$ cat src/hdl/erl_pkg.sv
package erl_pkg;

   localparam int LOG_DEPTH = 32;
   localparam int SLOT_W    = $clog2(LOG_DEPTH);
   localparam int CNT_W     = $clog2(LOG_DEPTH + 1);

   typedef logic [SLOT_W-1:0] slot_type;
   typedef logic [CNT_W-1:0]  count_type;

   localparam slot_type LAST_AGE = slot_type'(LOG_DEPTH - 1);

   typedef enum logic [1:0] {
      FUNC_LOG  = 2'd0,
      FUNC_MARK = 2'd1,
      FUNC_READ = 2'd2,
      FUNC_NOP  = 2'd3
   } func_type;

   typedef struct packed {
      func_type           func;
      logic [31:0]        stamp;
      logic [7:0]         event_kind;
      logic signed [31:0] event_value;
      logic [5:0]         slot;
   } req_type;

   typedef struct packed {
      logic [31:0]        read_stamp;
      logic [7:0]         read_kind;
      logic signed [31:0] read_value;
      logic               read_ok;
      logic [4:0]         pending_slot;
      logic               pending_found;
      logic [5:0]         stored_count;
      logic               overwrite_alarm;
      logic               alarm_raised;
      logic               alarm_cleared;
   } rsp_type;

   typedef struct packed {
      logic [31:0]        stamp;
      logic [7:0]         kind;
      logic signed [31:0] value;
   } entry_type;

   localparam int ENTRY_W = $bits(entry_type);

   localparam entry_type RESET_ENTRY = '{stamp: 32'd0, kind: 8'd0, value: -32'sd500};

   typedef enum logic [2:0] {
      ST_IDLE,
      ST_EXEC,
      ST_WALK,
      ST_DRAIN,
      ST_DONE
   } state_type;

   typedef struct packed {
      logic     exec;
      logic     walk;
      slot_type age;
      logic     load;
   } ctrl_type;

endpackage

$ cat src/hdl/event_ring_log_with_sent_marks.sv
// channel   direction  handshake              payload
// req_      in         req_valid / req_ready  erl_pkg::req_type
// rsp_      out        rsp_valid / rsp_ready  erl_pkg::rsp_type
// csr_      in         csr_write_enable       csr_write_data (report enable)
//
// an item runs from acceptance to rsp_valid through an execute state, a walk of the
// LOG_DEPTH slots via the shared slot subtractor and the entry ram, a drain state for the
// ram read latency and a done state that loads the result; req_ready is high only while idle
// the block goes idle once the result is loaded, so the next item runs while it waits
// and then holds in its load cycle until rsp_ready frees the result register
// synchronous active-high reset; per-slot valid bits stand in for the entry reset values
module event_ring_log_with_sent_marks (
   input  logic             clock,
   input  logic             reset,
   input  logic             req_valid,
   output logic             req_ready,
   input  erl_pkg::req_type req_payload,
   output logic             rsp_valid,
   input  logic             rsp_ready,
   output erl_pkg::rsp_type rsp_payload,
   input  logic             csr_write_enable,
   input  logic             csr_write_data
);

   erl_pkg::ctrl_type  ctrl;
   erl_pkg::req_type   item_ff;
   erl_pkg::rsp_type   rsp_ff, rsp_in;
   erl_pkg::slot_type  newest_ff;
   erl_pkg::slot_type  operand;
   erl_pkg::slot_type  unit_slot;
   erl_pkg::slot_type  pend;
   erl_pkg::count_type count;
   erl_pkg::entry_type wr_entry, rd_entry;

   logic [erl_pkg::LOG_DEPTH-1:0] sent_ff;
   logic [erl_pkg::LOG_DEPTH-1:0] valid_ff;
   logic [erl_pkg::SLOT_W:0]      unit_wide;
   logic [erl_pkg::ENTRY_W-1:0]   ram_q;

   logic req_accept, out_free;
   logic rsp_valid_ff;
   logic enable_ff, alarm_ff, raised_ff, cleared_ff;
   logic slot_in_range;
   logic ram_wr, ram_rd, read_issue;
   logic valid_q_ff, rd_cap_ff;
   logic found;
   logic [31:0]        rd_stamp_ff;
   logic [7:0]         rd_kind_ff;
   logic signed [31:0] rd_value_ff;
   logic               rd_ok_ff;

   assign req_accept = req_valid && req_ready;
   assign out_free   = !rsp_valid_ff || rsp_ready;

   erl_ctrl u_ctrl (
      .clock      (clock),
      .reset      (reset),
      .req_accept (req_accept),
      .out_free   (out_free),
      .req_ready  (req_ready),
      .ctrl       (ctrl)
   );

   always_ff @(posedge clock) begin
      if (req_accept) begin
         item_ff <= req_payload;
      end
   end

   assign slot_in_range = int'(item_ff.slot) < erl_pkg::LOG_DEPTH;

   // shared slot unit: newest minus age, modulo depth; age depth-1 gives newest+1
   always_comb begin
      operand = ctrl.age;
      if (ctrl.exec) begin
         operand = (item_ff.func == erl_pkg::FUNC_LOG) ? erl_pkg::LAST_AGE
                                                       : item_ff.slot[erl_pkg::SLOT_W-1:0];
      end
      unit_wide = {1'b0, newest_ff} + (erl_pkg::SLOT_W + 1)'(erl_pkg::LOG_DEPTH)
                  - {1'b0, operand};
      if (int'(unit_wide) >= erl_pkg::LOG_DEPTH) begin
         unit_wide = unit_wide - (erl_pkg::SLOT_W + 1)'(erl_pkg::LOG_DEPTH);
      end
      unit_slot = unit_wide[erl_pkg::SLOT_W-1:0];
   end

   assign read_issue = ctrl.exec && item_ff.func == erl_pkg::FUNC_READ && slot_in_range;
   assign ram_wr     = ctrl.exec && item_ff.func == erl_pkg::FUNC_LOG;
   assign ram_rd     = read_issue || ctrl.walk;

   assign wr_entry.stamp = item_ff.stamp;
   assign wr_entry.kind  = item_ff.event_kind;
   assign wr_entry.value = item_ff.event_value;

   erl_ram #(
      .WIDTH (erl_pkg::ENTRY_W),
      .DEPTH (erl_pkg::LOG_DEPTH)
   ) u_entry_ram (
      .clock   (clock),
      .wr_en   (ram_wr),
      .wr_addr (unit_slot),
      .wr_data (wr_entry),
      .rd_en   (ram_rd),
      .rd_addr (unit_slot),
      .rd_data (ram_q)
   );

   // never-written slots read back as the reset entry
   always_ff @(posedge clock) begin
      if (ram_rd) begin
         valid_q_ff <= valid_ff[unit_slot];
      end
   end

   assign rd_entry = valid_q_ff ? erl_pkg::entry_type'(ram_q) : erl_pkg::RESET_ENTRY;

   always_ff @(posedge clock) begin
      if (reset) begin
         enable_ff <= 1'b0;
      end else if (csr_write_enable) begin
         enable_ff <= csr_write_data;
      end
   end

   always_ff @(posedge clock) begin
      if (reset) begin
         newest_ff  <= '0;
         alarm_ff   <= 1'b0;
         raised_ff  <= 1'b0;
         cleared_ff <= 1'b0;
         sent_ff    <= '1;
         valid_ff   <= '0;
         rd_cap_ff  <= 1'b0;
      end else begin
         rd_cap_ff <= read_issue;
         if (ctrl.exec) begin
            raised_ff  <= 1'b0;
            cleared_ff <= 1'b0;
            unique case (item_ff.func)
               erl_pkg::FUNC_LOG: begin
                  newest_ff           <= unit_slot;
                  valid_ff[unit_slot] <= 1'b1;
                  sent_ff[unit_slot]  <= 1'b0;
                  if (!sent_ff[unit_slot] && enable_ff && !alarm_ff) begin
                     alarm_ff  <= 1'b1;
                     raised_ff <= 1'b1;
                  end
                  if (sent_ff[unit_slot] && enable_ff && alarm_ff) begin
                     alarm_ff   <= 1'b0;
                     cleared_ff <= 1'b1;
                  end
               end
               erl_pkg::FUNC_MARK: begin
                  if (slot_in_range) begin
                     sent_ff[item_ff.slot[erl_pkg::SLOT_W-1:0]] <= 1'b1;
                  end
               end
               erl_pkg::FUNC_READ: begin
               end
               erl_pkg::FUNC_NOP: begin
               end
               default: begin
               end
            endcase
         end
      end
   end

   always_ff @(posedge clock) begin
      if (ctrl.exec) begin
         rd_stamp_ff <= '0;
         rd_kind_ff  <= '0;
         rd_value_ff <= '0;
         rd_ok_ff    <= 1'b0;
      end else if (rd_cap_ff) begin
         rd_stamp_ff <= rd_entry.stamp;
         rd_kind_ff  <= rd_entry.kind;
         rd_value_ff <= rd_entry.value;
         rd_ok_ff    <= 1'b1;
      end
   end

   erl_scan u_scan (
      .clock    (clock),
      .reset    (reset),
      .ctrl     (ctrl),
      .addr     (unit_slot),
      .sent_bit (sent_ff[unit_slot]),
      .kind     (rd_entry.kind),
      .pend     (pend),
      .found    (found),
      .count    (count)
   );

   always_comb begin
      rsp_in.read_stamp      = rd_stamp_ff;
      rsp_in.read_kind       = rd_kind_ff;
      rsp_in.read_value      = rd_value_ff;
      rsp_in.read_ok         = rd_ok_ff;
      rsp_in.pending_slot    = 5'(pend);
      rsp_in.pending_found   = found;
      rsp_in.stored_count    = 6'(count);
      rsp_in.overwrite_alarm = alarm_ff;
      rsp_in.alarm_raised    = raised_ff;
      rsp_in.alarm_cleared   = cleared_ff;
   end

   always_ff @(posedge clock) begin
      if (reset) begin
         rsp_valid_ff <= 1'b0;
      end else if (ctrl.load) begin
         rsp_valid_ff <= 1'b1;
      end else if (rsp_ready) begin
         rsp_valid_ff <= 1'b0;
      end
   end

   always_ff @(posedge clock) begin
      if (ctrl.load) begin
         rsp_ff <= rsp_in;
      end
   end

   assign rsp_valid   = rsp_valid_ff;
   assign rsp_payload = rsp_ff;

endmodule

$ cat src/hdl/erl_ram.sv
module erl_ram #(
   parameter int WIDTH = 8,
   parameter int DEPTH = 32
) (
   input  logic                     clock,
   input  logic                     wr_en,
   input  logic [$clog2(DEPTH)-1:0] wr_addr,
   input  logic [WIDTH-1:0]         wr_data,
   input  logic                     rd_en,
   input  logic [$clog2(DEPTH)-1:0] rd_addr,
   output logic [WIDTH-1:0]         rd_data
);

   logic [WIDTH-1:0] mem_ff [DEPTH];
   logic [WIDTH-1:0] rd_data_ff;

   always_ff @(posedge clock) begin
      if (wr_en) begin
         mem_ff[wr_addr] <= wr_data;
      end
      if (rd_en) begin
         rd_data_ff <= mem_ff[rd_addr];
      end
   end

   assign rd_data = rd_data_ff;

endmodule

$ cat src/hdl/erl_ctrl.sv
module erl_ctrl (
   input  logic              clock,
   input  logic              reset,
   input  logic              req_accept,
   input  logic              out_free,
   output logic              req_ready,
   output erl_pkg::ctrl_type ctrl
);

   erl_pkg::state_type state_ff, state_in;
   erl_pkg::slot_type  age_ff, age_in;

   always_comb begin
      state_in = state_ff;
      unique case (state_ff)
         erl_pkg::ST_IDLE: begin
            if (req_accept) begin
               state_in = erl_pkg::ST_EXEC;
            end
         end
         erl_pkg::ST_EXEC: begin
            state_in = erl_pkg::ST_WALK;
         end
         erl_pkg::ST_WALK: begin
            if (age_ff == erl_pkg::LAST_AGE) begin
               state_in = erl_pkg::ST_DRAIN;
            end
         end
         erl_pkg::ST_DRAIN: begin
            state_in = erl_pkg::ST_DONE;
         end
         erl_pkg::ST_DONE: begin
            if (out_free) begin
               state_in = erl_pkg::ST_IDLE;
            end
         end
         default: begin
            state_in = erl_pkg::ST_IDLE;
         end
      endcase
   end

   always_comb begin
      req_ready = 1'b0;
      ctrl.exec = 1'b0;
      ctrl.walk = 1'b0;
      ctrl.load = 1'b0;
      ctrl.age  = age_ff;
      unique case (state_ff)
         erl_pkg::ST_IDLE:  req_ready = 1'b1;
         erl_pkg::ST_EXEC:  ctrl.exec = 1'b1;
         erl_pkg::ST_WALK:  ctrl.walk = 1'b1;
         erl_pkg::ST_DRAIN: ctrl.load = 1'b0;
         erl_pkg::ST_DONE:  ctrl.load = out_free;
         default:           req_ready = 1'b0;
      endcase
   end

   // age walks 0 .. depth-1 back from the newest slot
   always_comb begin
      age_in = age_ff;
      if (ctrl.exec) begin
         age_in = '0;
      end else if (ctrl.walk) begin
         age_in = age_ff + erl_pkg::slot_type'(1);
      end
   end

   always_ff @(posedge clock) begin
      if (reset) begin
         state_ff <= erl_pkg::ST_IDLE;
         age_ff   <= '0;
      end else begin
         state_ff <= state_in;
         age_ff   <= age_in;
      end
   end

endmodule

$ cat src/hdl/erl_scan.sv
module erl_scan (
   input  logic               clock,
   input  logic               reset,
   input  erl_pkg::ctrl_type  ctrl,
   input  erl_pkg::slot_type  addr,
   input  logic               sent_bit,
   input  logic [7:0]         kind,
   output erl_pkg::slot_type  pend,
   output logic               found,
   output erl_pkg::count_type count
);

   logic               issue_q_ff;
   logic               found_ff;
   logic               run_ff;
   erl_pkg::slot_type  pend_ff;
   erl_pkg::count_type count_ff;

   always_ff @(posedge clock) begin
      if (reset) begin
         issue_q_ff <= 1'b0;
         found_ff   <= 1'b0;
         run_ff     <= 1'b0;
      end else if (ctrl.exec) begin
         issue_q_ff <= 1'b0;
         found_ff   <= 1'b0;
         run_ff     <= 1'b1;
      end else begin
         issue_q_ff <= ctrl.walk;
         // sent marks are flops, checked in the issue cycle
         if (ctrl.walk && !found_ff && !sent_bit) begin
            found_ff <= 1'b1;
         end
         // kind arrives in the cycle after its address
         if (issue_q_ff && run_ff && kind == 8'd0) begin
            run_ff <= 1'b0;
         end
      end
   end

   always_ff @(posedge clock) begin
      if (ctrl.exec) begin
         pend_ff  <= '0;
         count_ff <= '0;
      end else begin
         if (ctrl.walk && !found_ff && !sent_bit) begin
            pend_ff <= addr;
         end
         if (issue_q_ff && run_ff && kind != 8'd0) begin
            count_ff <= count_ff + erl_pkg::count_type'(1);
         end
      end
   end

   assign pend  = pend_ff;
   assign found = found_ff;
   assign count = count_ff;

endmodule
$ cat config.mk
export PLATFORM = sky130hd
export DESIGN_NAME = event_ring_log_with_sent_marks
export DESIGN_NICKNAME = d
export VERILOG_FILES = /design/src/hdl/erl_pkg.sv /design/src/hdl/event_ring_log_with_sent_marks.sv /design/src/hdl/erl_ram.sv /design/src/hdl/erl_ctrl.sv /design/src/hdl/erl_scan.sv
export SDC_FILE = /design/constraint.sdc
export NUM_CORES = 2
export LEC_CHECK = 0
export BUFFER_PORTS_ARGS = -buffer_cell sky130_fd_sc_hd__buf_2
export CORE_MARGIN = 2
export CORE_UTILIZATION = 56
export CTS_CLUSTER_DIAMETER = 200
export DETAILED_ROUTE_END_ITERATION = 7
export PLACE_DENSITY = 0.75
export SLEW_MARGIN = 15
export SYNTH_ARGS = -nofsm -noshare
export SYNTH_HDL_FRONTEND = slang
export SYNTH_HIERARCHICAL = 1
export SYNTH_SLANG_ARGS = --single-unit
$ cat constraint.sdc
create_clock -name clock -period 7.6 [get_ports clock]
set_input_delay 0.38 -clock clock [delete_from_list [all_inputs] [get_ports clock]]
set_output_delay 0.38 -clock clock [all_outputs]
set_load 0.1 [all_outputs]
==> impl_metrics.yaml <==
sta:
  fmax_ghz: 0.160
  finalCriticalPeriod_ns: 6.25
  hold_viol: 0
  rsz0062_at_grt: "false"
  timing.final.max_slew_violations: 0
  fin_ws_ns: 1.35
  finalSetupViolCount: 0
  worstMarginPinSlew_ns: 1.22
  post-route-period-util_pct: 82.2
  maxSlewHeadroom_pct: 19.0
  worst_clock_skew_ns: 0.123
die:
  rows: 156
  ios: 176
  die_height_um: 431
  dieArea_um2: 186000
  fp.dieW_um: 431
  start_util_pct: 56.4
  fp.coreArea_um2: 181000
clock_tree:
  cts_resized: 0
  cts_sinks: 2715
  ctsLongestPathBuffers: 4
  root_buffer: "clkbuf_16"
  clkSlewWorstSetupHoldPaths_ns: 0.07
  cts_tree: "done"
  ctsHoldBuffers: 83
  htreeDepth: 5
  cts_made_buffers: 282
  post_cts_buffers: 0
  clock_latency_ns: 0.96
layout:
  stdcell_count: 8148
  layout-drive-gt1-share_pct: 19.2
  synthToLayoutAreaGrowth_pct: 13.4
  fin_nets: 5672
  fillers: 11800
critical_path:
  cp.required_ns: 8.13
  crit_path_cell_trace: "nor3b_2 > inv_1 > or3_1 > inv_1 > a211oi_1 > ha_1 > xor2_2 > inv_8 > or3b_2 > nor2_4 > buf_4"
  ff2ff_setup_slack_ns: 1.35
  crit_family: "simple AND/OR/NAND/NOR gates"
  worst-path-buf-inv: 4
  critPathMaxFanout: 96
  cpPeakStageDelay_ns: 0.90
  reg2reg_depth: 11
  end_kind: "register"
  start_kind: "register"
  r2r_start: "u_ctrl/state_ff[0]"
  arrival_ns: 6.78
  cpMostUsedCell: "inv_1"
  worst-setup-path-type: "register to register"
  r2r_end: "u_entry_ram/mem_ff[19][44]"
  crit_slowest_cell: "nor2_4"
placement:
  hpwl_um: 138000
  placement.io_buffers: 175
  placed_cells: 7577
  place_congestion: 0.808
  dp_slack_ns: 1.55
yosys:
  synthTopCellsByArea: "edfxtp_1 75%, mux4_2 6.7%, mux2i_1 5.9%, dfxtp_1 3.3%, a22oi_1 2.7%"
  yosysSeqAreaShare_pct: 78.1
  yosys_warnings: 6
  synth_flop_cell: "edfxtp_1"
  yosys.cell_types.count: 73
  synth_top_cell_by_area: "edfxtp_1"
  synth_cells: 5181
  async_flop_share_pct: 0
  netlist_area_um2: 102000
  synth-seq-cells: 2715
  syn_area_per_cell_um2: 19.7
  synth_edf_count: 2545
  synth_top_area_share_pct: 74.8
  synth_nets: 5276
grt:
  grt_pass1_wl_um: 368000
  grt_antenna_before_repair: 3
  grt_pass1_vias: 53100
  grt_usage_pct: 27.4
  grt_max_degree: 134
  grt.overflow.total: 0
run:
  maxCapViolations: 0
worst_hold_path:
  holdPathStages: 2
  worst_hold_path_type: "input port to register"
  hold_end: "item_ff[37]"
  worstHoldStart: "req_payload[37]"
routing:
  drt_iter0_drc: 6983
  drt_wl_total_um: 256000
  dr.pass1.iters: 6
  via_count: 53400
  routedWlPerCell_um: 31.4
  via_per_inst: 6.55
  route.detailed.drc: 0
  antenna_left: 0
power:
  p_total_mw: 36.0
  ir_drop_mv: 0.248
  cellPowerDensity_nw_per_um2: 311
  power.leakage_nw: 37.2
run_status:
  status: "finished clean"
-- metrics by stage --
step	utilization [%]	setup TNS, ns	instance area, um2	hold WS (ns)
after global placement	58.6	0	106000	0.407
after CTS	63.9	0	116000	0.0701
after detailed placement	58.7	0	106000	0.405
after global routing	64.0	0	116000	0.114
final	64.0	0	116000	0.123
after floorplan	-	-225.40	102000	0.401
-- worst register-to-register path: stages (launching register included) --
cell      delay (ns)
dfxtp_1         0.43
nor3b_2         0.27
inv_1           0.10
or3_1           0.52
inv_1           0.50
a211oi_1        0.12
ha_1            0.39
xor2_2          0.83
inv_8           0.47
or3b_2          0.89
nor2_4          0.90
buf_4           0.46
-- registers in the layout (all words and copies together) (netlist names), 6 cells and up --
signal and count:
u_entry_ram/mem_ff 2304, item_ff 80, u_scan/count 6, rd_kind_ff 8, rd_value_ff 32, u_entry_ram/rd_data 72, rd_stamp_ff 32, valid_ff 32
sent_ff 32, rsp_payload 88
-- placed cells by master (no fill, tap or decap), types with 6 or more instances in the layout --
master and count:
nand3b_1 7, mux2i_1 598, dlygate4sd3_1 83, ha_1 8
buf_4 113, o21ai_0 9, nor3_1 6, a221oi_1 9
nor2b_1 60, inv_6 9, clkbuf_16 291, a211oi_1 10
clkinv_1 53, clkinv_2 34, a21oi_1 153, clkbuf_8 10
o211ai_1 6, edfxtp_1 2545, inv_1 10, nand3_1 143
nor2b_4 6, a31oi_1 39, a22o_1 46, or2_2 29
clkbuf_1 62, and2_1 19, o22ai_1 25, a22oi_1 367
xnor2_1 6, buf_2 175, nor2_1 136, mux4_2 303
bufinv_16 18, nand2_1 25, buf_12 25, dfxtp_1 169
nand4_1 28, nor2_4 34
-- report_power, final --
| part | switching [mW] | internal [mW] | total, mW |
|---|---|---|---|
| Sequential | 0.403 | 16.8 | 17.2 |
| Clock | 5.48 | 7.68 | 13.2 |
| Combinational | 3.49 | 2.15 | 5.64 |
-- layout make-up --
type                    count  area [um2]  share of cell area (%)
clock inverters           120        1060                   0.915
multi-input cells        2163       21200                    18.3
well taps                2370        2970                    2.56
repair buffers            400        3140                    2.71
clock buffers             362        7630                    6.58
inverters                  15        76.3                  0.0659
flip-flops and latches   2715       79800                    68.9
diodes                      3        7.51                 0.00648
-- how the worst max path moves through the flow --
stage / to / startpoint / slack, ns / cells after the start
finish: u_entry_ram/mem_ff[19][44] / u_ctrl/state_ff[0] / 1.35 / 11
CTS: u_entry_ram/mem_ff[19][44] / u_ctrl/state_ff[0] / 1.48 / 11
floorplan: u_entry_ram/mem_ff[10][0] / u_ctrl/state_ff[0] / -0.41 / 16
global route: u_entry_ram/mem_ff[19][44] / u_ctrl/state_ff[0] / 1.22 / 11
detailed placement: u_entry_ram/mem_ff[19][17] / u_ctrl/state_ff[0] / 1.55 / 11
global placement: u_entry_ram/mem_ff[1][24] / u_ctrl/state_ff[0] / 1.42 / 11
-- logic make-up after synthesis --
group | synth area share (%)
XOR/XNOR | 0.103
adder cells (fa/ha/maj) | 0.118
multiplexers | 12.5
buffers and inverters | 1.52
AO/OA/AOI/OAI | 4.67
flip-flops | 78.1
AND/OR/NAND/NOR | 2.93
-- cells in the mapped netlist (7+ instances only) --
cell type	count
a211oi_1	10
a21oi_1	153
a221oi_1	9
a22o_1	46
a22oi_1	367
a31oi_1	39
and2_1	23
buf_1	16
buf_2	86
buf_4	23
buf_6	28
clkbuf_1	133
dfxtp_1	170
edfxtp_1	2545
ha_1	8
inv_1	14
mux2i_1	598
mux4_2	303
nand2_1	26
nand3_1	143
nand3b_1	7
nand4_1	28
nor2_1	171
nor2b_1	67
o21ai_0	9
o22ai_1	25
or2_2	30
-- routing by layer --
| metal | track usage, % | wire, um |
|---|---|---|
| met5 | 0 | 0 |
| met4 | 9.99 | 9610 |
| met1 | 37.7 | 96300 |
| met2 | 44.4 | 125000 |
| met3 | 4.90 | 25000 |
No activity file was read; power rests on OpenSTA's default activity.
